$ cat src/rtl/pnn_pkg.sv
package pnn_pkg;

  localparam int COORD_BITS_DEF       = 16;
  localparam int SUM_BITS_DEF         = 48;
  localparam int NORMAL_FRAC_BITS_DEF = 14;
  localparam int OUT_BITS             = 16;
  localparam int AXES                 = 3;
  localparam int MAG_BITS             = 30;   // normalized magnitude width
  localparam int SQ_BITS              = 62;   // sum of three squares
  localparam int ROOT_BITS            = 31;
  localparam int QDEPTH               = 2;

  typedef struct packed {
    logic signed [15:0] vertex_x;
    logic signed [15:0] vertex_y;
    logic signed [15:0] vertex_z;
    logic               last_vertex;
  } pnn_in_t;

  typedef struct packed {
    logic signed [15:0] normal_x;
    logic signed [15:0] normal_y;
    logic signed [15:0] normal_z;
    logic               degenerate;
  } pnn_out_t;

  typedef enum logic [3:0] {
    ST_IDLE, ST_LOAD, ST_NORM, ST_SQ, ST_SQRT, ST_DIV, ST_DONE
  } pnn_state_t;

endpackage

$ cat src/rtl/pnn_back.sv
// Normalizes one sum to unit length with shared iterative units.
module pnn_back import pnn_pkg::*; #(
  parameter int SUM_BITS         = SUM_BITS_DEF,
  parameter int NORMAL_FRAC_BITS = NORMAL_FRAC_BITS_DEF
) (
  input  logic                     clk,
  input  logic                     rst_n,
  input  logic                     in_vld,
  input  logic [AXES*SUM_BITS-1:0] in_sum,
  output logic                     in_take,
  output logic                     res_vld,
  output pnn_out_t                 res,
  input  logic                     res_take
);

  localparam int MB = (SUM_BITS > MAG_BITS) ? SUM_BITS : MAG_BITS;
  localparam int NB = MAG_BITS + NORMAL_FRAC_BITS + 1;  // dividend width
  localparam int QB = NORMAL_FRAC_BITS + 2;
  localparam int CB = $clog2(NB + 1);

  pnn_state_t state_r, state_nxt;
  logic [MB-1:0]        mag_r [AXES];
  logic                 neg_r [AXES];
  logic [SQ_BITS-1:0]   sq_r, rem_r, bit_r;
  logic [SQ_BITS-1:0]   root_r;
  logic [1:0]           ax_r;
  logic [CB-1:0]        cnt_r;
  logic [NB-1:0]        num_r;
  logic [NB:0]          part_r;
  logic [QB-1:0]        q_r;
  logic [OUT_BITS-1:0]  res_r [AXES];
  logic                 deg_r;
  logic                 res_vld_r;

  logic [MB-1:0]        mx;
  logic [SUM_BITS-1:0]  c [AXES];
  logic [SQ_BITS-1:0]   rb;
  logic [NB:0]          trial;
  logic [ROOT_BITS-1:0] rt;
  logic [QB-1:0]        qn;

  always_comb begin
    for (int i = 0; i < AXES; i++) c[i] = in_sum[i*SUM_BITS +: SUM_BITS];
    mx = mag_r[0];
    if (mag_r[1] > mx) mx = mag_r[1];
    if (mag_r[2] > mx) mx = mag_r[2];
    rb = root_r + bit_r;
    rt = ROOT_BITS'(root_r);
    trial = {part_r[NB-1:0], num_r[NB-1]};
    qn = neg_r[ax_r] ? -q_r : q_r;
  end

  always_comb begin
    state_nxt = state_r;
    in_take   = 1'b0;
    unique case (state_r)
      ST_IDLE: if (in_vld && !res_vld_r) begin
        in_take   = 1'b1;
        state_nxt = ST_LOAD;
      end
      ST_LOAD: state_nxt = (mx == '0) ? ST_DONE : ST_NORM;
      ST_NORM: if (mx < MB'(1 << (MAG_BITS - 1)) || mx >= MB'(1 << MAG_BITS)) begin
        state_nxt = ST_NORM;
      end else begin
        state_nxt = ST_SQ;
      end
      ST_SQ:   if (ax_r == 2'd2) state_nxt = ST_SQRT;
      ST_SQRT: if (bit_r == '0) state_nxt = ST_DIV;
      ST_DIV:  if (cnt_r == '0 && ax_r == 2'd2) state_nxt = ST_DONE;
      ST_DONE: state_nxt = ST_IDLE;
      default: state_nxt = ST_IDLE;
    endcase
  end

  always_ff @(posedge clk) begin
    if (!rst_n) begin
      state_r   <= ST_IDLE;
      res_vld_r <= 1'b0;
    end else begin
      state_r <= state_nxt;
      if (res_take) res_vld_r <= 1'b0;
      if (state_r == ST_DONE) res_vld_r <= 1'b1;
    end
  end

  always_ff @(posedge clk) begin
    unique case (state_r)
      ST_IDLE: begin
        for (int i = 0; i < AXES; i++) begin
          neg_r[i] <= c[i][SUM_BITS-1];
          mag_r[i] <= MB'(c[i][SUM_BITS-1] ? -c[i] : c[i]);
        end
      end
      ST_LOAD: begin
        deg_r <= (mx == '0);
        sq_r  <= '0;
        ax_r  <= '0;
        for (int i = 0; i < AXES; i++) res_r[i] <= '0;
      end
      ST_NORM: begin
        if (mx >= MB'(1 << MAG_BITS)) begin
          for (int i = 0; i < AXES; i++) mag_r[i] <= mag_r[i] >> 1;
        end else if (mx < MB'(1 << (MAG_BITS - 1))) begin
          for (int i = 0; i < AXES; i++) mag_r[i] <= mag_r[i] << 1;
        end
      end
      ST_SQ: begin
        // one 30x30 product per cycle
        sq_r <= sq_r + SQ_BITS'(mag_r[ax_r][MAG_BITS-1:0] * mag_r[ax_r][MAG_BITS-1:0]);
        ax_r <= ax_r + 1'b1;
        rem_r  <= sq_r + SQ_BITS'(mag_r[ax_r][MAG_BITS-1:0] * mag_r[ax_r][MAG_BITS-1:0]);
        root_r <= '0;
        bit_r  <= SQ_BITS'(1) << (SQ_BITS - 2);
      end
      ST_SQRT: begin
        if (bit_r != '0) begin
          if (rem_r >= rb) begin
            rem_r  <= rem_r - rb;
            root_r <= (root_r >> 1) + bit_r;
          end else begin
            root_r <= root_r >> 1;
          end
          bit_r <= bit_r >> 2;
        end else begin
          ax_r   <= '0;
          cnt_r  <= CB'(NB);
          num_r  <= NB'(mag_r[0][MAG_BITS-1:0]) << NORMAL_FRAC_BITS;
          part_r <= '0;
          q_r    <= '0;
          // the rounding term joins the dividend on the first divide cycle
          if (rt == '0) root_r <= SQ_BITS'(1);
        end
      end
      ST_DIV: begin
        if (cnt_r == NB[CB-1:0] && part_r == '0 && q_r == '0) begin
          // preload rounding: dividend = m*2^F + floor(r/2); the top bit of
          // part marks the preload as done
          num_r  <= num_r + NB'(rt >> 1);
          part_r <= {1'b1, NB'(0)};
        end else if (cnt_r != '0) begin
          if (trial[NB-1:0] >= NB'(rt) && part_r[NB] == 1'b1) begin
            part_r <= {1'b1, trial[NB-1:0] - NB'(rt)};
            q_r    <= {q_r[QB-2:0], 1'b1};
          end else begin
            part_r <= {1'b1, trial[NB-1:0]};
            q_r    <= {q_r[QB-2:0], 1'b0};
          end
          num_r <= num_r << 1;
          cnt_r <= cnt_r - 1'b1;
        end else begin
          res_r[ax_r] <= OUT_BITS'(qn);
          if (ax_r != 2'd2) begin
            ax_r   <= ax_r + 1'b1;
            cnt_r  <= CB'(NB);
            num_r  <= NB'(mag_r[ax_r + 2'd1][MAG_BITS-1:0]) << NORMAL_FRAC_BITS;
            part_r <= '0;
            q_r    <= '0;
          end
        end
      end
      default: ;
    endcase
  end

  assign res_vld        = res_vld_r;
  assign res.normal_x   = res_r[0];
  assign res.normal_y   = res_r[1];
  assign res.normal_z   = res_r[2];
  assign res.degenerate = deg_r;

endmodule

$ cat config.mk
export PLATFORM = sky130hd
export DESIGN_NAME = pnn_back
export DESIGN_NICKNAME = d
export VERILOG_FILES = /design/src/rtl/pnn_pkg.sv /design/src/rtl/pnn_back.sv
export SDC_FILE = /design/constraint.sdc
export NUM_CORES = 2
export LEC_CHECK = 0
export BUFFER_PORTS_ARGS = -buffer_cell sky130_fd_sc_hd__buf_4
export CAP_MARGIN = 20
export CORE_ASPECT_RATIO = 1.25
export CORE_UTILIZATION = 55
export DETAILED_ROUTE_END_ITERATION = 10
export MAX_ROUTING_LAYER = met4
export PLACE_DENSITY = 0.82
export SETUP_SLACK_MARGIN = 0.02
export SYNTH_ARGS = -nofsm -noshare
export SYNTH_HDL_FRONTEND = slang
export SYNTH_SLANG_ARGS = --single-unit
$ cat constraint.sdc
create_clock -name clk -period 11.4 [get_ports clk]
set_input_delay 2.28 -clock clk [delete_from_list [all_inputs] [get_ports clk]]
set_output_delay 2.28 -clock clk [all_outputs]
set_load 0.1 [all_outputs]
After elaboration in Yosys (flattened, before gate mapping)
Memories as Yosys holds them, arrays and structs flattened. A register that Yosys moved wholly into a read port is not among the register bits.
Index checks and enable logic that the tools add are counted.
{"block": "word_totals", "regBits": 369, "mem_bits_rw": 195, "memories": 3}
{"memory": "mag_r", "words": 3, "word_bits": 48, "read_ports": 5, "rd_ports_with_merged_regs": 1, "write_ports": 3, "line_no": "pnn_back.sv:22", "text": "logic [MB-1:0] mag_r [AXES];"}
{"memory": "res_r", "words": 3, "word_bits": 16, "read_ports": 3, "rd_ports_with_merged_regs": 0, "write_ports": 3, "line_no": "pnn_back.sv:31", "text": "logic [OUT_BITS-1:0] res_r [AXES];"}
{"memory": "neg_r", "words": 3, "word_bits": 1, "read_ports": 1, "rd_ports_with_merged_regs": 1, "write_ports": 3, "line_no": "pnn_back.sv:23", "text": "logic neg_r [AXES];"}
{"block": "classes", "n_mul": 1, "n_lt_le_gt_ge": 6, "bitwise_logic": 6, "eq_ne": 22, "add_sub_neg": 12, "n_mux": 80, "reduce_logical": 29}
{"op": "48-bit 2-to-1 mux", "n": 11}
{"op": "62-bit case mux with 2 select lines", "n": 4}
{"op": "62-bit 2-to-1 mux", "n": 6}
{"op": "45-bit 2-to-1 mux", "n": 5}
{"op": "46-bit 2-to-1 mux", "n": 4}
{"op": "48-bit negation", "n": 3}
{"op": "48-bit > comparator", "n": 2}
{"op": "16-bit 2-to-1 mux", "n": 6}
{"op": "46-bit case mux with 2 select lines", "n": 1}
{"op": "45-bit case mux with 2 select lines", "n": 1}
{"op": "61-bit by 62-bit adder with 62-bit output", "n": 1}
{"op": "62-bit by 60-bit adder with 62-bit output", "n": 1}
{"op": "62-bit adder", "n": 1}
{"op": "62-bit greater-or-equal comparator", "n": 1}
{"op": "62-bit zero test", "n": 1}
{"op": "62-bit nonzero test", "n": 1}
{"op": "62-bit subtractor", "n": 1}
{"op": "30-bit by 30-bit multiplier with 60-bit output", "n": 1}
{"op": "48-bit by 31-bit greater-or-equal comparator with 1-bit output, second input constant", "n": 1}
{"op": "48-bit zero test", "n": 1}
{"op": "48-bit by 30-bit < comparator with 1-bit output, second input constant", "n": 1}
{"op": "46-bit zero test", "n": 1}
{"op": "45-bit by 30-bit adder with 45-bit output", "n": 1}
{"op": "45-bit by 31-bit greater-or-equal comparator with 1-bit output", "n": 1}
{"op": "37 further kinds", "n": 99}

Depth between registers and ports, before layout
An unclocked memory read counts as a cell.
{"block": "depth", "ltp_word": 11, "mapped_depth": 38, "ltp_nobuf": 33}

Least setup slack after synthesis
OpenSTA, ideal clock, no wires.
{"block": "synth_timing", "path_type": "register to register", "start": "register root_r[4]", "end": "register rem_r[0] (enable)", "path_stages_with_launch": 22, "setup_slack_ns": 1.322, "synth_period_minus_slack_ns": 10.078, "arrival_time_ns": 9.510, "path_buffers": 3, "path_cell_list": "edfxtp_1 ha_1 nand4_1 o21ai_0 a21oi_1 o41ai_1 o21ba_2 o2111ai_1 and2_1 nand2b_1 xor2_1 ha_1 clkbuf_1 and2_1 nand3_1 or3_1 or4_1 o41ai_1 a41oi_1 clkbuf_1 clkbuf_1 o21ai_0"}
{"block": "synth_via", "elab_chain_len": 4}
{"item": "start, declared", "line_no": "pnn_back.sv:25", "text": "logic [SQ_BITS-1:0] root_r;"}
{"item": "start signal, assigned", "line_no": "pnn_back.sv:119", "text": "root_r <= (root_r >> 1) + bit_r;"}
{"item": "start signal, assigned", "line_no": "pnn_back.sv:121", "text": "root_r <= root_r >> 1;"}
{"item": "62-bit adder", "line_no": "pnn_back.sv:47", "text": "rb = root_r + bit_r;"}
{"item": "62-bit greater-or-equal comparator", "line_no": "pnn_back.sv:117", "text": "if (rem_r >= rb) begin"}
{"item": "2-bit != test (no line)"}
{"item": "3-bit AND reduction (no line)"}
{"item": "end signal, assigned", "line_no": "pnn_back.sv:111", "text": "rem_r <= sq_r + SQ_BITS'(mag_r[ax_r][MAG_BITS-1:0] * mag_r[ax_r][MAG_BITS-1:0]);"}
{"item": "end signal, assigned", "line_no": "pnn_back.sv:118", "text": "rem_r <= rem_r - rb;"}
{"item": "end, declared", "line_no": "pnn_back.sv:24", "text": "logic [SQ_BITS-1:0] sq_r, rem_r, bit_r;"}
Every way passes these cells.
A chain may end at the register's enable or synchronous reset.

==> qor.yml <==
grt_pass1_wl_microns: 341000
synth_top_family_by_area: "adder cells"
critPathCaptureType: "flop"
first_global_vias: 59100
cts_root_buffer: "clkbuf_16"
synth_nets: 9125
via_count: 57700
dr.pass1.iters: 6
cts-htree-levels: 2
top_layer_used: "met4"
syn_inst: 7685
clkLatencyLatePin_ps: 700
filler_cell_count: 10600
period_minus_slack_ps: 10190
antenna_found_initial: 2
fin_crit_sh_pct: 89.4
slew_viol_final: 0
synth_seq_cells: 534
grt_use_total_pct: 36.4
maxSlewHeadroom_pct: 22.0
cts_resized: 0
postLayoutCellArea_sq_um: 74400
syn_area_per_cell_sq_um: 8.95
drc: 0
place.gp.congestion: 1.05
path_common_cell: "fa_1"
ys_warn_count: 0
numCtsBuffers: 59
cp_top_family: "adder cells"
startpoint_type: "flop"
final_nets: 9205
area_growth_pct: 8.19
grt_remaining_overflow: 0
place_area_sq_um: 72300
synth.distinct_cells: 84
required_ps: 11800
synth_compound_area_share_pct: 13.7
fin_tns_setup_ps: 0
dominantRegCellSynth: "edfxtp_1"
fp-row-count: 144
cts_tree: "done"
start_util_pct: 55.7
wl_microns: 224000
synth-simple-area-share_pct: 14.1
cp_max_fo: 18
cpMaxStageDelayCell: "o21ai_2"
die_x_microns: 318
finalSetupViolations: 0
grt_max_degree: 180
status: "finished clean"
final_common_cell: "inv_1"
finalHoldViolations: 0
dr_wl_met3_microns: 17700
ant_nets: 0
drv_cap: 0
drtIter0Drc: 4936
postCtsHoldBufs: 0
syn-cell-area_sq_um: 68800
crit_buf_inv: 4
port_buffers: 198
holdCritPathClass: "flop to flop"
synthAdderAreaFrac_pct: 31.7
via_per_inst: 6.12
dpl.hpwl_microns: 176000
layout_common_cells: "1159 x inv_1, 756 x fa_1, 747 x nand2_1, 736 x nor2_1, 535 x ha_1"
met2WireLength_microns: 108000
io_pins: 199
yosysSeqAreaShare_pct: 23.2
post_cts_buffers: 0
cts_max_path_buffers: 3
muxShareOfSynthArea_pct: 3.24
slowest_delay_ps: 820
clock-skew-final_ps: 45.1
clock_sinks: 534
die_y_microns: 397
drive_gt1_share_pct: 6.73
dieArea_sq_um: 127000
critPathKind: "flop to flop"
max_freq_mhz: 98.1
synth_edf_count: 528
synth-xor-area-share_pct: 5.87
async_reset_ff_share_pct: 0
rsz0062_at_grt: "no"
tightest_slew_ps: 1140
clk_pin_slew_ps: 60
drt-met1-wl_microns: 77800
core-area_sq_um: 124000
arrival_ps: 10590
post_drt_wl_per_cell_microns: 23.7
## per-layer routing
| metal | vias to the layer above | GRT usage [%] |
|---|---|---|
| met5 | - | - |
| met4 | 0 | 26.8 |
| met3 | 892 | 6.36 |
| met2 | 2700 | 60.6 |
| met1 | 28000 | 39.1 |
| li1 | 26100 | - |
## worst paths after layout
path	from	cells past startpoint	slack (ps)	to
hold reg to reg	res_vld	2	510	res_vld
hold / removal	res_vld	2	510	res_vld
setup reg to reg	flop	26	1210	rem_r[59]
setup / recovery	flop	26	1210	rem_r[59]
## layout make-up
cell class	instances	area [sq um]	area share, %
multi-input cells	5669	47400	63.7
flip-flops and latches	534	16000	21.5
inverters	1168	4380	5.89
repair buffers	333	2630	3.53
well taps	1606	2010	2.70
clock buffers	64	1500	2.01
clock inverters	47	537	0.721
diodes	3	7.51	0.0101
## Yosys cell counts, types with 9 or more instances
master	n	share of area [%]
mux2i_1	217	3.2
or3_1	51	0.46
xnor2_1	297	3.8
nor2_1	737	4.0
ha_1	536	9.7
a21o_1	153	1.7
buf_2	15	0.11
or4_1	31	0.34
a41oi_1	13	0.17
fa_1	756	22
a211oi_1	59	0.64
o21ai_0	446	3.2
edfxtp_1	528	23
and4_1	11	0.14
o21a_1	51	0.56
nand2b_1	22	0.20
nand4_1	85	0.77
o21ai_1	16	0.12
nand2_1	750	4.1
inv_1	1159	6.3
or2_2	18	0.16
buf_1	31	0.17
o31ai_1	61	0.67
o211ai_1	33	0.36
o21bai_1	54	0.59
nor3_1	80	0.58
a31o_2	11	0.14
nand3_1	92	0.67
nor2b_1	33	0.30
a21oi_1	431	3.1
a31oi_1	82	0.75
o41ai_1	26	0.33
xor2_1	164	2.1
nor4_1	85	0.77
and2_1	56	0.51
a21boi_0	22	0.24
a2111oi_0	9	0.11
nand3b_1	10	0.11
and3_1	62	0.56
clkbuf_1	266	1.5
## worst register-to-register path, stage by stage (launching register included)
cell	delay, ps
dfxtp_2	680
buf_4	370
mux2i_1	140
o21ai_2	820
inv_1	720
nor2_1	460
fa_1	510
fa_1	530
fa_1	520
inv_1	60
fa_1	560
fa_1	430
fa_1	490
inv_1	50
fa_1	430
ha_1	290
ha_1	370
and3_1	290
nand3_1	110
nor4_1	590
o211ai_1	380
nand3_1	270
a41oi_1	230
xor2_1	250
nor2_1	80
a41oi_1	230
nand2_1	80
## cell families (layout without fill, tap and decap cells)
logic type               after synthesis  in the layout
multiplexers                         222            222
AO/OA/AOI/OAI                       1543           1543
other                                  0              3
buffers and inverters               1482           1612
adder cells (fa/ha/maj)             1292           1292
flip-flops                           534            534
AND/OR/NAND/NOR                     2151           2151
XOR/XNOR                             461            461
## flip-flops by register name (all words and copies together) (netlist names), named ones only
signal and count:
rem_r 62, sq_r 62, state_r 3, part_r 46, deg_r 1, res_r 48, res_vld 1, bit_r 31
ax_r 2, neg_r 3, root_r 62, cnt_r 6, num_r 45, q_r 16, mag_r 144
## through the flow
stage          setup slack, ps  cells  util [%]  hold WS [ps]
6_report                  1210   9424      60.2           510
5_1_grt                    750   9423      60.2           548
4_1_cts                   1330   9417      60.2           514
3_5_place_dp              1460   9306      58.5           502
3_3_place_gp              1500   9306      58.5           485
2_1_floorplan             1320   7685         -           504
Power is left out: the tool's default activity adds up to more than one toggle a clock period on the data nets, which glitch-free logic cannot reach.
