**src/rtl/pnn_pkg.sv**
```systemverilog
package pnn_pkg;

  localparam int COORD_BITS_DEF       = 16;
  localparam int SUM_BITS_DEF         = 48;
  localparam int NORMAL_FRAC_BITS_DEF = 14;
  localparam int OUT_BITS             = 16;
  localparam int AXES                 = 3;
  localparam int MAG_BITS             = 30;   // normalized magnitude width
  localparam int SQ_BITS              = 62;   // sum of three squares
  localparam int ROOT_BITS            = 31;
  localparam int QDEPTH               = 2;

  typedef struct packed {
    logic signed [15:0] vertex_x;
    logic signed [15:0] vertex_y;
    logic signed [15:0] vertex_z;
    logic               last_vertex;
  } pnn_in_t;

  typedef struct packed {
    logic signed [15:0] normal_x;
    logic signed [15:0] normal_y;
    logic signed [15:0] normal_z;
    logic               degenerate;
  } pnn_out_t;

  typedef enum logic [3:0] {
    ST_IDLE, ST_LOAD, ST_NORM, ST_SQ, ST_SQRT, ST_DIV, ST_DONE
  } pnn_state_t;

endpackage

```
**src/rtl/pnn_queue.sv**
```systemverilog
// Small FIFO of closed sums between the accumulator and the normalizer.
module pnn_queue import pnn_pkg::*; #(
  parameter int W = 8
) (
  input  logic         clk,
  input  logic         rst_n,
  input  logic         wr,
  input  logic [W-1:0] wdata,
  input  logic         rd,
  output logic         not_empty,
  output logic         almost_full,
  output logic [W-1:0] rdata
);

  localparam int D = QDEPTH + 2;
  localparam int AW = $clog2(D);

  logic [W-1:0]  mem_r [D];
  logic [AW-1:0] wp_r, rp_r;
  logic [AW:0]   cnt_r;

  always_ff @(posedge clk) begin
    if (!rst_n) begin
      wp_r  <= '0;
      rp_r  <= '0;
      cnt_r <= '0;
    end else begin
      if (wr) begin
        mem_r[wp_r] <= wdata;
        wp_r <= (wp_r == AW'(D - 1)) ? '0 : wp_r + 1'b1;
      end
      if (rd) rp_r <= (rp_r == AW'(D - 1)) ? '0 : rp_r + 1'b1;
      cnt_r <= cnt_r + (AW+1)'(wr) - (AW+1)'(rd);
    end
  end

  assign rdata       = mem_r[rp_r];
  assign not_empty   = cnt_r != '0;
  // two slots kept in reserve: one sum may be in flight in the accumulator
  assign almost_full = cnt_r >= (AW+1)'(D - 2);

endmodule

```
**config.mk**
```make
export PLATFORM = sky130hd
export DESIGN_NAME = pnn_queue
export DESIGN_NICKNAME = d
export VERILOG_FILES = /design/src/rtl/pnn_pkg.sv /design/src/rtl/pnn_queue.sv
export SDC_FILE = /design/constraint.sdc
export NUM_CORES = 1
export LEC_CHECK = 0
export BUFFER_PORTS_ARGS = -buffer_cell sky130_fd_sc_hd__buf_2
export CORE_ASPECT_RATIO = 0.9
export CORE_MARGIN = 10
export CORE_UTILIZATION = 40
export DETAILED_ROUTE_END_ITERATION = 10
export SLEW_MARGIN = 30
export SYNTH_ARGS = -nofsm -noshare
export SYNTH_HDL_FRONTEND = slang
export SYNTH_SLANG_ARGS = --single-unit
```
**constraint.sdc**
```tcl
create_clock -name clk -period 4.25 [get_ports clk]
set_clock_uncertainty 0.1 [all_clocks]
set_input_delay 0.2125 -clock clk [delete_from_list [all_inputs] [get_ports clk]]
set_output_delay 0.2125 -clock clk [all_outputs]
set_load 0.02 [all_outputs]
```
Word level (Yosys, flattened, before mapping)

Memories as Yosys holds them, arrays and structs flattened. A register that Yosys moved wholly into a read port is not among the register bits.
Cells that the tools add are included.

Memory bits (writable): 32
Memories: 1
Bits in registers: 7
Input bits: 12
Word-level logic and storage cells: 19

Mux-type cells: 7
Reduce and logical (&&, ||, !) cells: 1
Order comparisons: 1
$add $sub $neg: 4
Equality and inequality tests: 2

Memories:

| memory | words | width | rd ports | clocked after memory_dff | write ports | RTL line        | source |
|---|---|---|---|---|---|---|---|
| mem_r  | 4     | 8     | 1        | 1                        | 1           | pnn_queue.sv:18 | `logic [W-1:0] mem_r [D];` |

Operators with widths:

| kind                                                                                | number |
|---|---|
| 2-bit two-way mux                                                                   | 4 |
| 2-bit by 1-bit adder with 2-bit output, second input constant                       | 2 |
| 2-bit equality test, second input constant                                          | 2 |
| 3-bit by 1-bit adder with 3-bit output                                              | 1 |
| 3-bit by 2-bit greater-or-equal comparator with 1-bit output, second input constant | 1 |
| 1-bit two-way mux                                                                   | 3 |
| 3-bit nonzero test                                                                  | 1 |
| 3-bit by 1-bit subtractor with 3-bit output                                         | 1 |

Depth between registers and ports, before layout

Gate-level depths: netlist (run 1).

Word-level depth: 4
Depth in mapped cells: 8
Gate-level depth less buffers: 8

Worst setup path before layout (run 1)

Ideal clock, no wire load.

Path kind: reg-to-reg
Start point: register cnt_r[0]
End point: register cnt_r[2]
Period minus slack after synthesis: 1567 ps
Library setup time: 117 ps
Required time: 4033 ps
Stages on the path, launching flop included: 9
Data arrival time: 1350 ps
Setup slack: 2683 ps
Path buffers: 0
Cells stage by stage: dfxtp_1 -> inv_1 -> ha_1 -> inv_1 -> ha_1 -> inv_1 -> fa_1 -> xnor2_1 -> nor2_1

Cells in the longest elaborated chain, start to end: 2

Ends and longest elaborated chain:

| what                                        | RTL line        | source |
|---|---|---|
| from (decl)                                 | pnn_queue.sv:20 | `logic [AW:0] cnt_r;` |
| from (signal assigned)                      | pnn_queue.sv:33 | `cnt_r <= cnt_r + (AW+1)'(wr) - (AW+1)'(rd);` |
| 3-bit by 1-bit adder with 3-bit output      | pnn_queue.sv:33 |  |
| 3-bit by 1-bit subtractor with 3-bit output | pnn_queue.sv:33 |  |

No other way between the ends.
A chain may end at the register's enable or synchronous reset.

==> impl_metrics.prom, run 1 <==
# TYPE chip_impl_metric gauge
chip_impl_info{name="hold_path_end",value="mem_r[3][7]$_DFFE_PP_"} 1
chip_impl_metric{name="clock_tree.htree_level_count",unit=""} 2
chip_impl_metric{name="timing_max_transition_violations_final",unit=""} 0
chip_impl_info{name="yosysTopAreaCell",value="sky130_fd_sc_hd__edfxtp_1"} 1
chip_impl_metric{name="maxCapViolCount",unit=""} 0
chip_impl_metric{name="viasPerCell",unit=""} 4.907
chip_impl_info{name="status",value="complete, no violations"} 1
chip_impl_metric{name="pwr_density_cell",unit="nW/um2"} 504.1
chip_impl_info{name="netlist_top_cells_area",value="sky130_fd_sc_hd__edfxtp_1 60%, sky130_fd_sc_hd__dfxtp_1 11%, sky130_fd_sc_hd__mux4_2 11%"} 1
chip_impl_info{name="critPathSlowestCell",value="sky130_fd_sc_hd__dfxtp_1"} 1
chip_impl_metric{name="route.detailed.drc",unit=""} 0
chip_impl_metric{name="fp.dieArea",unit="um2"} 6971
chip_impl_metric{name="routed-via-count",unit=""} 790
chip_impl_info{name="worst_r2r_dst",value="cnt_r[2]$_SDFF_PN0_"} 1
chip_impl_metric{name="ios",unit=""} 22
chip_impl_info{name="timing_worst_setup_path_type",value="flip-flop to primary output"} 1
chip_impl_metric{name="grt_util_all_layers",unit=""} 0.08397
chip_impl_metric{name="ys.warnings.count",unit=""} 0
chip_impl_metric{name="overflow",unit=""} 0
chip_impl_metric{name="drtAntennaViolNets",unit=""} 0
chip_impl_info{name="critical_path_launch_point_type",value="flip-flop"} 1
chip_impl_metric{name="number_of_nets_in_the_layout",unit=""} 135
chip_impl_info{name="clock_tree.root_cell",value="sky130_fd_sc_hd__clkbuf_8"} 1
chip_impl_metric{name="p_leak",unit="uW"} 0.0007261
chip_impl_metric{name="chipHeight",unit="um"} 80.22
chip_impl_info{name="crit_path_cell_trace",value="mux4_2 -> buf_2"} 1
chip_impl_metric{name="postCtsHoldBufs",unit=""} 0
chip_impl_metric{name="area_growth_syn_to_layout",unit="%"} 17.39
chip_impl_metric{name="drt_pre_antenna_iters",unit=""} 4
chip_impl_metric{name="final_design_area_no_fill",unit="um2"} 1892
chip_impl_metric{name="max_stage_delay",unit="ns"} 0.67
chip_impl_metric{name="mappedNetlistArea",unit="um2"} 1612
chip_impl_metric{name="place.gp.congestion",unit=""} 0.6663
chip_impl_metric{name="detail_route.iter0.violations",unit=""} 58
chip_impl_metric{name="wire_length_of_the_first_global_routing_pass",unit="um"} 4395
chip_impl_info{name="timing.rr.start",value="cnt_r[0]$_SDFF_PN0_"} 1
chip_impl_metric{name="synthCells",unit=""} 88
chip_impl_metric{name="post_cts_sizing_count",unit=""} 0
chip_impl_metric{name="initial_utilization",unit=""} 0.4230
chip_impl_metric{name="cts.reportedPaths.clkPinSlew",unit="ns"} 0.08
chip_impl_metric{name="place.port_buffers",unit=""} 21
chip_impl_metric{name="period_minus_slack",unit="ns"} 2.011
chip_impl_metric{name="timing.max_slew.rel_slack",unit=""} 0.6369
chip_impl_metric{name="synth_area_per_cell",unit="um2"} 18.31
chip_impl_metric{name="synth_fp_nets",unit=""} 109
chip_impl_metric{name="cp.arrival",unit="ns"} 1.70
chip_impl_metric{name="rows",unit=""} 21
chip_impl_info{name="grt_setup_unrepaired",value="no"} 1
chip_impl_metric{name="cts_sinks",unit=""} 41
chip_impl_metric{name="ir_drop",unit="V"} 0.0002640
chip_impl_metric{name="clock_latency",unit="ns"} 0.29
chip_impl_metric{name="core_region_area",unit="um2"} 3810
chip_impl_metric{name="hold_crit_depth",unit=""} 1
chip_impl_metric{name="wl_per_cell",unit="um"} 16.63
chip_impl_metric{name="setup_violations",unit=""} 0
chip_impl_metric{name="critical_path_required",unit="ns"} 3.94
chip_impl_metric{name="yosysSeqAreaShare",unit=""} 0.7081
chip_impl_metric{name="cts.path.max_buffers",unit=""} 2
chip_impl_metric{name="placed_area",unit="um2"} 1758
chip_impl_metric{name="die_x",unit="um"} 86.91
chip_impl_metric{name="post_cts_setup_repair_bufs",unit=""} 0
chip_impl_metric{name="critical_path_peak_fanout",unit=""} 8
chip_impl_metric{name="post-route-period-util",unit=""} 0.4732
chip_impl_info{name="worst_hold_path_type",value="primary input to flip-flop"} 1
chip_impl_metric{name="tightest_slew",unit="ns"} 0.5439
chip_impl_metric{name="synth.ff_latch_count",unit=""} 41
chip_impl_metric{name="hpwl",unit="um"} 1941
chip_impl_metric{name="number_of_antenna_violations_at_the_first_check_in_global_routing",unit=""} 0
chip_impl_metric{name="layout-drive-gt1-share",unit=""} 0.3217
chip_impl_info{name="hold_start",value="wdata[7]"} 1
chip_impl_metric{name="netlist-cell-type-count",unit=""} 17
chip_impl_metric{name="totalWireLength",unit="um"} 2678
chip_impl_metric{name="antenna-diode-count",unit=""} 0
chip_impl_info{name="critPathCaptureType",value="primary output"} 1
chip_impl_metric{name="grt_pass1_vias",unit=""} 885
chip_impl_metric{name="netlist.area_leader.share",unit=""} 0.5963
chip_impl_metric{name="finalHoldViolCount",unit=""} 0
chip_impl_metric{name="pin_count_of_the_biggest_net_entering_global_routing",unit=""} 14
chip_impl_metric{name="max_freq",unit="MHz"} 497.2
chip_impl_metric{name="cts_made_buffers",unit=""} 5
chip_impl_info{name="cts_tree",value="built"} 1
chip_impl_metric{name="worst_r2r_path_depth",unit=""} 8
chip_impl_metric{name="setup_tns",unit="ns"} 0
chip_impl_metric{name="timing.reg2reg.setup_slack",unit="ns"} 2.59
## sequential cells by signal, summed over array words and instances, names as in the netlist, named ones only
signal  flops
mem_r      32
cnt_r       3
rp_r        2
wp_r        2
## Yosys cell counts, drive strengths merged
library cell,instances
a21oi,2
and2,1
and3,4
buf,1
clkbuf,1
dfxtp,9
edfxtp,32
fa,1
ha,8
inv,9
mux2i,2
mux4,8
nand2b,2
nand3,1
nor2,4
or3b,2
xnor2,1
## cell type report
cell class                 instances  area [um2]
sequential                        41        1141
clock inverter                     3       65.06
fill                             315        1918
tap                               46       57.56
multi-input combinational         36       420.4
timing repair buffer              21       105.1
clock buffer                       5       68.82
inverter                           9       33.78
## power breakdown
group / internal (uW) / leakage [uW] / switching (uW)
Sequential: 453 / 0.000365 / 13.5
Clock: 233 / 0.0000681 / 129
Combinational: 54.9 / 0.000293 / 70.2
## cell families (layout without fill, tap and decap cells)
family / count (synthesis) / count (layout) / synth area share
and+or+nand+nor: 14 / 14 / 0.05046
DFF: 41 / 41 / 0.7081
adders and majority gates: 9 / 9 / 0.07454
buffers and inverters: 11 / 38 / 0.03105
AOI/OAI and AO/OA: 2 / 2 / 0.006211
muxes: 10 / 10 / 0.1242
xor gates and xnor gates: 1 / 1 / 0.005436
## cell usage in the layout (no fill, tap or decap), types with 4 or more instances in the layout
cell	instances
sky130_fd_sc_hd__edfxtp_1	32
sky130_fd_sc_hd__buf_2	21
sky130_fd_sc_hd__inv_1	9
sky130_fd_sc_hd__dfxtp_1	9
sky130_fd_sc_hd__mux4_2	8
sky130_fd_sc_hd__ha_1	8
sky130_fd_sc_hd__clkbuf_8	5
sky130_fd_sc_hd__and3_1	4
sky130_fd_sc_hd__nor2_1	4
## worst max-delay path, delay by kind of cell, from the launching register on
kind	cells	cell delay, ns
flops	1	0.67
mux	1	0.57
buf+inv	1	0.18
## worst max-delay path by stage
| stage | start | end | slack (ns) | depth (start not counted) |
|---|---|---|---|---|
| after floorplan | cnt_r[0]$_SDFF_PN0_ | cnt_r[2]$_SDFF_PN0_ | 2.68 | 8 |
| after global placement | flip-flop | rdata[3] | 2.50 | 2 |
| after detailed placement | flip-flop | rdata[6] | 2.49 | 2 |
| after CTS | flip-flop | rdata[6] | 2.19 | 2 |
| after global routing | flip-flop | rdata[6] | 2.08 | 2 |
| final | flip-flop | rdata[6] | 2.24 | 2 |
## metrics by stage
stage          hold slack (ns)  setup WS [ns]    util  total power, uW  cells
3_3_place_gp            0.3234          2.497  0.4614            598.1    153
6_report               0.03977          2.239  0.4966            953.6    161
4_1_cts                0.02806          2.192  0.4966            966.6    161
2_1_floorplan           0.2114          2.683       -            562.6     88
3_5_place_dp            0.3330          2.492  0.4614            604.3    153
5_1_grt                0.02441          2.079  0.4966             1002    161
## metal layers
layer  GRT usage  up-vias  routed length (um)
met5           0        -                   0
met4     0.04369        0                  57
met3     0.03835        6                 188
met2      0.1325       16                1333
met1     0.09308      388                1098
li1            -      380                   -
Note: power is estimated with default switching activity, not from simulation.
==> inputs of run 2 (changes only) <==
==> constraint.sdc (replaced) <==
create_clock -name clk -period 1.7 [get_ports clk]
set_clock_uncertainty 0.1 [all_clocks]
set_input_delay 0.085 -clock clk [delete_from_list [all_inputs] [get_ports clk]]
set_output_delay 0.085 -clock clk [all_outputs]
set_load 0.02 [all_outputs]
==> impl_metrics.prom, run 2 (synthesized netlist as in run 1, its figures left out) <==
# TYPE chip_impl_metric gauge
chip_impl_info{name="status",value="complete, no violations"} 1
chip_impl_metric{name="power_frac_seq",unit=""} 0.503
chip_impl_metric{name="ios",unit=""} 22
chip_impl_metric{name="max_stage_delay",unit="ns"} 0.51
chip_impl_info{name="layout_top_registers",value="mem_r: 32 flops, cnt_r: 3 flops"} 1
chip_impl_metric{name="p_leak",unit="uW"} 0.0007839
chip_impl_metric{name="number_of_nets_in_the_layout",unit=""} 149
chip_impl_metric{name="preCtsSetupSlack",unit="ns"} 0.04921
chip_impl_metric{name="post_cts_setup_repair_bufs",unit=""} 0
chip_impl_metric{name="hpwl",unit="um"} 1835
chip_impl_metric{name="layout-drive-gt1-share",unit=""} 0.3488
chip_impl_metric{name="cp.arrival",unit="ns"} 1.45
chip_impl_info{name="cts_tree",value="built"} 1
chip_impl_metric{name="place.gp.congestion",unit=""} 0.7082
chip_impl_metric{name="place.port_buffers",unit=""} 21
chip_impl_metric{name="cts.path.max_buffers",unit=""} 2
chip_impl_metric{name="initial_utilization",unit=""} 0.4230
chip_impl_metric{name="clock_power_share",unit=""} 0.341
chip_impl_metric{name="grt_util_all_layers",unit=""} 0.08187
chip_impl_metric{name="instances_no_fill",unit=""} 175
chip_impl_metric{name="period_minus_slack",unit="ns"} 1.631
chip_impl_info{name="mostFrequentLayoutCells",value="32 x sky130_fd_sc_hd__edfxtp_1, 20 x sky130_fd_sc_hd__buf_2, 9 x sky130_fd_sc_hd__inv_1, 9 x sky130_fd_sc_hd__dlygate4sd3_1"} 1
chip_impl_metric{name="max_freq",unit="MHz"} 613.2
chip_impl_metric{name="largest_register_ff_count",unit=""} 32
chip_impl_metric{name="power.total",unit="uW"} 2307
chip_impl_metric{name="pwr_density_cell",unit="nW/um2"} 1139
chip_impl_metric{name="share_comb_of_total_power",unit=""} 0.156
chip_impl_info{name="clock_tree.root_cell",value="sky130_fd_sc_hd__clkbuf_8"} 1
chip_impl_metric{name="maxCapViolCount",unit=""} 0
chip_impl_metric{name="place_inst",unit=""} 158
chip_impl_metric{name="fin_worst_setup_slack",unit="ns"} 0.06931
chip_impl_metric{name="drtAntennaViolNets",unit=""} 0
chip_impl_metric{name="cts.reportedPaths.clkPinSlew",unit="ns"} 0.08
chip_impl_metric{name="net_switching_share_of_the_total_power",unit=""} 0.2299
chip_impl_info{name="crit_path_cell_trace",value="buf_12 -> mux4_2 -> buf_4"} 1
chip_impl_metric{name="drt_pre_antenna_iters",unit=""} 4
chip_impl_metric{name="pin_count_of_the_biggest_net_entering_global_routing",unit=""} 14
chip_impl_metric{name="ir_drop",unit="V"} 0.0005815
chip_impl_info{name="critPathSlowestCell",value="sky130_fd_sc_hd__mux4_2"} 1
chip_impl_info{name="timing_worst_setup_path_type",value="flip-flop to primary output"} 1
chip_impl_metric{name="setup_tns",unit="ns"} 0
chip_impl_metric{name="cts_sinks",unit=""} 41
chip_impl_metric{name="viasPerCell",unit=""} 4.789
chip_impl_metric{name="timing_max_transition_violations_final",unit=""} 0
chip_impl_metric{name="rows",unit=""} 21
chip_impl_metric{name="clock_tree.htree_level_count",unit=""} 2
chip_impl_metric{name="area_growth_syn_to_layout",unit="%"} 25.70
chip_impl_metric{name="routed-via-count",unit=""} 838
chip_impl_metric{name="wire_length_of_the_first_global_routing_pass",unit="um"} 4367
chip_impl_metric{name="antenna-diode-count",unit=""} 0
chip_impl_info{name="max_flop_register",value="mem_r"} 1
chip_impl_metric{name="totalWireLength",unit="um"} 2647
chip_impl_metric{name="detail_route.iter0.violations",unit=""} 61
chip_impl_metric{name="route.detailed.drc",unit=""} 0
chip_impl_metric{name="number_of_antenna_violations_at_the_first_check_in_global_routing",unit=""} 0
chip_impl_info{name="critPathCaptureType",value="primary output"} 1
chip_impl_metric{name="grt_pass1_vias",unit=""} 900
chip_impl_metric{name="internal_power",unit="uW"} 1777
chip_impl_metric{name="die_x",unit="um"} 86.91
chip_impl_metric{name="clock_latency",unit="ns"} 0.28
chip_impl_metric{name="setup_violations",unit=""} 0
chip_impl_metric{name="critical_path_required",unit="ns"} 1.51
chip_impl_info{name="critical_path_launch_point_type",value="flip-flop"} 1
chip_impl_metric{name="wl_per_cell",unit="um"} 15.13
chip_impl_metric{name="critical_path_peak_fanout",unit=""} 8
chip_impl_metric{name="net_switching_power_of_the_design",unit="uW"} 530.3
chip_impl_metric{name="finalHoldViolCount",unit=""} 0
chip_impl_metric{name="core_region_area",unit="um2"} 3810
chip_impl_metric{name="chipHeight",unit="um"} 80.22
chip_impl_info{name="most_frequent_standard_cell_in_the_layout_excluding_fill_and_tap_cells",value="sky130_fd_sc_hd__edfxtp_1"} 1
chip_impl_metric{name="timing.max_slew.rel_slack",unit=""} 0.8363
chip_impl_metric{name="overflow",unit=""} 0
chip_impl_metric{name="post-route-period-util",unit=""} 0.9592
chip_impl_metric{name="fp.dieArea",unit="um2"} 6971
chip_impl_info{name="grt_setup_unrepaired",value="no"} 1
chip_impl_metric{name="cts_made_buffers",unit=""} 5
chip_impl_metric{name="tightest_slew",unit="ns"} 0.2456
chip_impl_info{name="worst_hold_path_type",value="primary input to flip-flop"} 1
[run 2: cell types whose count changed in the layout (fill, tap and decap cells not counted), moves of 2 or more]
cell	previous run	this run
sky130_fd_sc_hd__dfxtp_2	0	2
sky130_fd_sc_hd__dfxtp_1	9	7
sky130_fd_sc_hd__buf_4	0	5
sky130_fd_sc_hd__dlygate4sd3_1	0	9
[run 2: layout make-up]
cell class              instances  area (um2)
flip-flops and latches         41        1144
inverters                       9       33.78
clock buffers                   6       82.58
well taps                      46       57.56
multi-input cells              36       422.9
fillers                       305        1784
repair buffers                 35       247.7
clock inverters                 2       37.54
[run 2: power groups by stage]
stage               logic [uW]  clock network [uW]  registers [uW]
floorplan                  236                   0            1170
CTS                        362                 805            1160
detailed placement         343                   0            1180
global route               402                 862            1170
global placement           322                   0            1180
finish                     360                 786            1160
[run 2: metal layers]
metal	vias to the layer above	part of all wire	track usage
met5	-	0	0
met1	415	0.42	0.09252
li1	405	-	-
met3	2	0.054	0.03835
met2	16	0.52	0.1369
met4	0	0.0072	0.01942
[run 2: path summary, 6_finish.rpt]
kind | from | endpoint | slack, ns | cells after the start
worst max-delay path | flip-flop | rdata[3] | 0.07 | 3
worst min-delay path | rd | flip-flop | 0.04 | 3
worst max register to register | cnt_r[0]$_SDFF_PN0_ | cnt_r[1]$_SDFF_PN0_ | 0.09 | 7
worst min register to register | rp_r[0]$_SDFFE_PN0P_ | flip-flop | 0.41 | 2
[run 2: timing repair]
action,4_1_cts,5_1_grt
pin swaps,0,1
hold buffers,9,0
setup endpoints to repair,2,7
hold endpoints to repair,33,0
resized for setup,1,6
[run 2: stage by stage]
stage / util / cell area, um2 / hold slack, ns
3_3_place_gp: 0.4713 / 1795 / 0.1956
4_1_cts: 0.5274 / 2009 / 0.04523
2_1_floorplan: - / 1612 / 0.08387
3_5_place_dp: 0.4713 / 1795 / 0.2043
6_report: 0.5317 / 2026 / 0.03869
5_1_grt: 0.5317 / 2026 / 0.04554
[run 2: worst max-delay path, delay by kind of cell, from the launching register on]
| kind | cells | cell delay [ns] |
|---|---|---|
| flops | 1 | 0.34 |
| buf+inv | 2 | 0.31 |
| mux | 1 | 0.51 |
==> inputs of run 3 (changes only) <==
==> constraint.sdc (replaced) <==
create_clock -name clk -period 1.8 [get_ports clk]
set_clock_uncertainty 0.1 [all_clocks]
set_input_delay 0.09 -clock clk [delete_from_list [all_inputs] [get_ports clk]]
set_output_delay 0.09 -clock clk [all_outputs]
set_load 0.02 [all_outputs]
==> impl_metrics.prom, run 3 (synthesized netlist as in run 1, its figures left out) <==
# TYPE chip_impl_metric gauge
chip_impl_metric{name="timing.max_slew.rel_slack",unit=""} 0.7034
chip_impl_metric{name="overflow",unit=""} 0
chip_impl_info{name="layout_top_registers",value="mem_r: 32 flops, cnt_r: 3 flops"} 1
chip_impl_metric{name="critical_path_peak_fanout",unit=""} 8
chip_impl_metric{name="cts_sinks",unit=""} 41
chip_impl_metric{name="initial_utilization",unit=""} 0.4230
chip_impl_metric{name="power_frac_seq",unit=""} 0.557
chip_impl_metric{name="ios",unit=""} 22
chip_impl_metric{name="routed-via-count",unit=""} 818
chip_impl_metric{name="pin_count_of_the_biggest_net_entering_global_routing",unit=""} 13
chip_impl_metric{name="preCtsSetupSlack",unit="ns"} 0.1464
chip_impl_info{name="timing_worst_setup_path_type",value="flip-flop to primary output"} 1
chip_impl_metric{name="wl_per_cell",unit="um"} 14.78
chip_impl_metric{name="layout-drive-gt1-share",unit=""} 0.2960
chip_impl_metric{name="timing.reg2reg.setup_slack",unit="ns"} 0.14
chip_impl_metric{name="worst_r2r_path_depth",unit=""} 8
chip_impl_metric{name="utilization",unit=""} 0.5087
chip_impl_metric{name="grt_pass1_vias",unit=""} 875
chip_impl_metric{name="fp.dieArea",unit="um2"} 6971
chip_impl_metric{name="post_cts_setup_repair_bufs",unit=""} 0
chip_impl_metric{name="maxCapViolCount",unit=""} 0
chip_impl_metric{name="cts.reportedPaths.clkPinSlew",unit="ns"} 0.08
chip_impl_metric{name="antenna-diode-count",unit=""} 0
chip_impl_info{name="cts_tree",value="built"} 1
chip_impl_info{name="critical_path_launch_point_type",value="flip-flop"} 1
chip_impl_metric{name="ir_drop",unit="V"} 0.0003538
chip_impl_metric{name="number_of_nets_in_the_layout",unit=""} 145
chip_impl_metric{name="max_freq",unit="MHz"} 597.1
chip_impl_metric{name="cts.path.max_buffers",unit=""} 2
chip_impl_metric{name="place.gp.congestion",unit=""} 0.7020
chip_impl_metric{name="area.sequential",unit="um2"} 1141
chip_impl_info{name="worst_hold_path_type",value="primary input to flip-flop"} 1
chip_impl_metric{name="wire_length_of_the_first_global_routing_pass",unit="um"} 4271
chip_impl_info{name="max_flop_register",value="mem_r"} 1
chip_impl_metric{name="p_leak",unit="uW"} 0.0007457
chip_impl_info{name="mostFrequentLayoutCells",value="32 x sky130_fd_sc_hd__edfxtp_1, 21 x sky130_fd_sc_hd__buf_2, 9 x sky130_fd_sc_hd__inv_1, 9 x sky130_fd_sc_hd__dfxtp_1, 9 x sky130_fd_sc_hd__dlygate4sd3_1"} 1
chip_impl_metric{name="cts_made_buffers",unit=""} 5
chip_impl_metric{name="core_region_area",unit="um2"} 3810
chip_impl_metric{name="net_switching_share_of_the_total_power",unit=""} 0.2455
chip_impl_metric{name="largest_register_ff_count",unit=""} 32
chip_impl_metric{name="hpwl",unit="um"} 1808
chip_impl_metric{name="drtAntennaViolNets",unit=""} 0
chip_impl_metric{name="layout.filler_cells",unit=""} 307
chip_impl_info{name="critPathCaptureType",value="primary output"} 1
chip_impl_metric{name="clock_latency",unit="ns"} 0.29
chip_impl_metric{name="power.total",unit="uW"} 1965
chip_impl_metric{name="number_of_antenna_violations_at_the_first_check_in_global_routing",unit=""} 0
chip_impl_metric{name="critical_path_required",unit="ns"} 1.61
chip_impl_metric{name="chipHeight",unit="um"} 80.22
chip_impl_metric{name="tightest_slew",unit="ns"} 0.4449
chip_impl_metric{name="timing_max_transition_violations_final",unit=""} 0
chip_impl_metric{name="grt_util_all_layers",unit=""} 0.07966
chip_impl_metric{name="net_switching_power_of_the_design",unit="uW"} 482.4
chip_impl_metric{name="internal_power",unit="uW"} 1483
chip_impl_metric{name="clock_tree.htree_level_count",unit=""} 2
chip_impl_metric{name="drt_pre_antenna_iters",unit=""} 4
chip_impl_info{name="most_frequent_standard_cell_in_the_layout_excluding_fill_and_tap_cells",value="sky130_fd_sc_hd__edfxtp_1"} 1
chip_impl_info{name="status",value="complete, no violations"} 1
chip_impl_info{name="clock_tree.root_cell",value="sky130_fd_sc_hd__clkbuf_8"} 1
chip_impl_metric{name="hold_ws",unit="ns"} 0.03894
chip_impl_metric{name="place.port_buffers",unit=""} 21
chip_impl_metric{name="rows",unit=""} 21
chip_impl_metric{name="clock_power_share",unit=""} 0.280
chip_impl_metric{name="post-route-period-util",unit=""} 0.9304
chip_impl_metric{name="die_x",unit="um"} 86.91
chip_impl_metric{name="fin_worst_setup_slack",unit="ns"} 0.1253
chip_impl_metric{name="detail_route.iter0.violations",unit=""} 47
chip_impl_metric{name="route.detailed.drc",unit=""} 0
chip_impl_metric{name="area_growth_syn_to_layout",unit="%"} 20.26
chip_impl_metric{name="setup_tns",unit="ns"} 0
chip_impl_metric{name="cp.arrival",unit="ns"} 1.48
chip_impl_metric{name="share_comb_of_total_power",unit=""} 0.163
chip_impl_info{name="timing.rr.start",value="cnt_r[0]$_SDFF_PN0_"} 1
chip_impl_metric{name="period_minus_slack",unit="ns"} 1.675
chip_impl_metric{name="finalHoldViolCount",unit=""} 0
chip_impl_info{name="worstSetupEndpoint",value="rdata[6]"} 1
chip_impl_metric{name="post_cts_sizing_count",unit=""} 0
chip_impl_info{name="grt_setup_unrepaired",value="no"} 1
chip_impl_metric{name="pwr_density_cell",unit="nW/um2"} 1014
chip_impl_info{name="worst_r2r_dst",value="cnt_r[2]$_SDFF_PN0_"} 1
chip_impl_metric{name="setup_violations",unit=""} 0
chip_impl_metric{name="multi_input_comb_area",unit="um2"} 420.4
chip_impl_metric{name="totalWireLength",unit="um"} 2527
chip_impl_metric{name="viasPerCell",unit=""} 4.784
[run 3: repair_timing]
item | in CTS | in global routing
hold buffers | 9 | 0
endpoints found under the hold margin | 33 | 0
setup endpoints to repair | 0 | 0
[run 3: worst max-delay path, cell delays in order, from the launching register on]
cell	delay [ns]
sky130_fd_sc_hd__dfxtp_1	0.31
sky130_fd_sc_hd__buf_4	0.20
sky130_fd_sc_hd__mux4_2	0.52
sky130_fd_sc_hd__buf_2	0.18
[run 3: per-stage QoR]
stage          instance area, um2  instances
2_1_floorplan                1612         88
3_3_place_gp                 1765        154
3_5_place_dp                 1765        154
4_1_cts                      1938        171
5_1_grt                      1938        171
6_report                     1938        171
[run 3: worst min-delay path by stage]
stage	startpoint	endpoint	slack, ns	cells past startpoint
after floorplan	wdata[0]	mem_r[0][0]$_DFFE_PP_	0.09	0
after global placement	wdata[7]	mem_r[3][7]$_DFFE_PP_	0.20	1
after detailed placement	wdata[7]	mem_r[0][7]$_DFFE_PP_	0.21	1
after CTS	rd	rp_r[1]$_SDFFE_PN0P_	0.03	3
after global routing	rd	rp_r[1]$_SDFFE_PN0P_	0.05	3
final	rd	rp_r[1]$_SDFFE_PN0P_	0.04	3
[run 3: power by group through the flow]
stage | Combinational (uW) | Sequential (uW) | Clock [uW]
after global placement | 300 | 1110 | 0
after detailed placement | 314 | 1120 | 0
after global routing | 365 | 1100 | 607
final | 321 | 1090 | 551
after floorplan | 223 | 1110 | 0
after CTS | 331 | 1090 | 564
[run 3: area by class of cell]
class | count | share of cell area
Inverter | 9 | 0.01743
Tap cell | 46 | 0.02970
Sequential cell | 41 | 0.5888
Clock buffer | 6 | 0.03744
Timing Repair Buffer | 31 | 0.1046
Multi-Input combinational cell | 36 | 0.2169
Clock inverter | 2 | 0.005165
[run 3: per-layer routing]
metal | up-vias | wire length [um] | GRT usage
met5 | - | 0 | 0
met4 | 0 | 34 | 0.03398
met3 | 5 | 148 | 0.03431
met2 | 17 | 1206 | 0.1252
met1 | 397 | 1138 | 0.09280
li1 | 399 | - | -
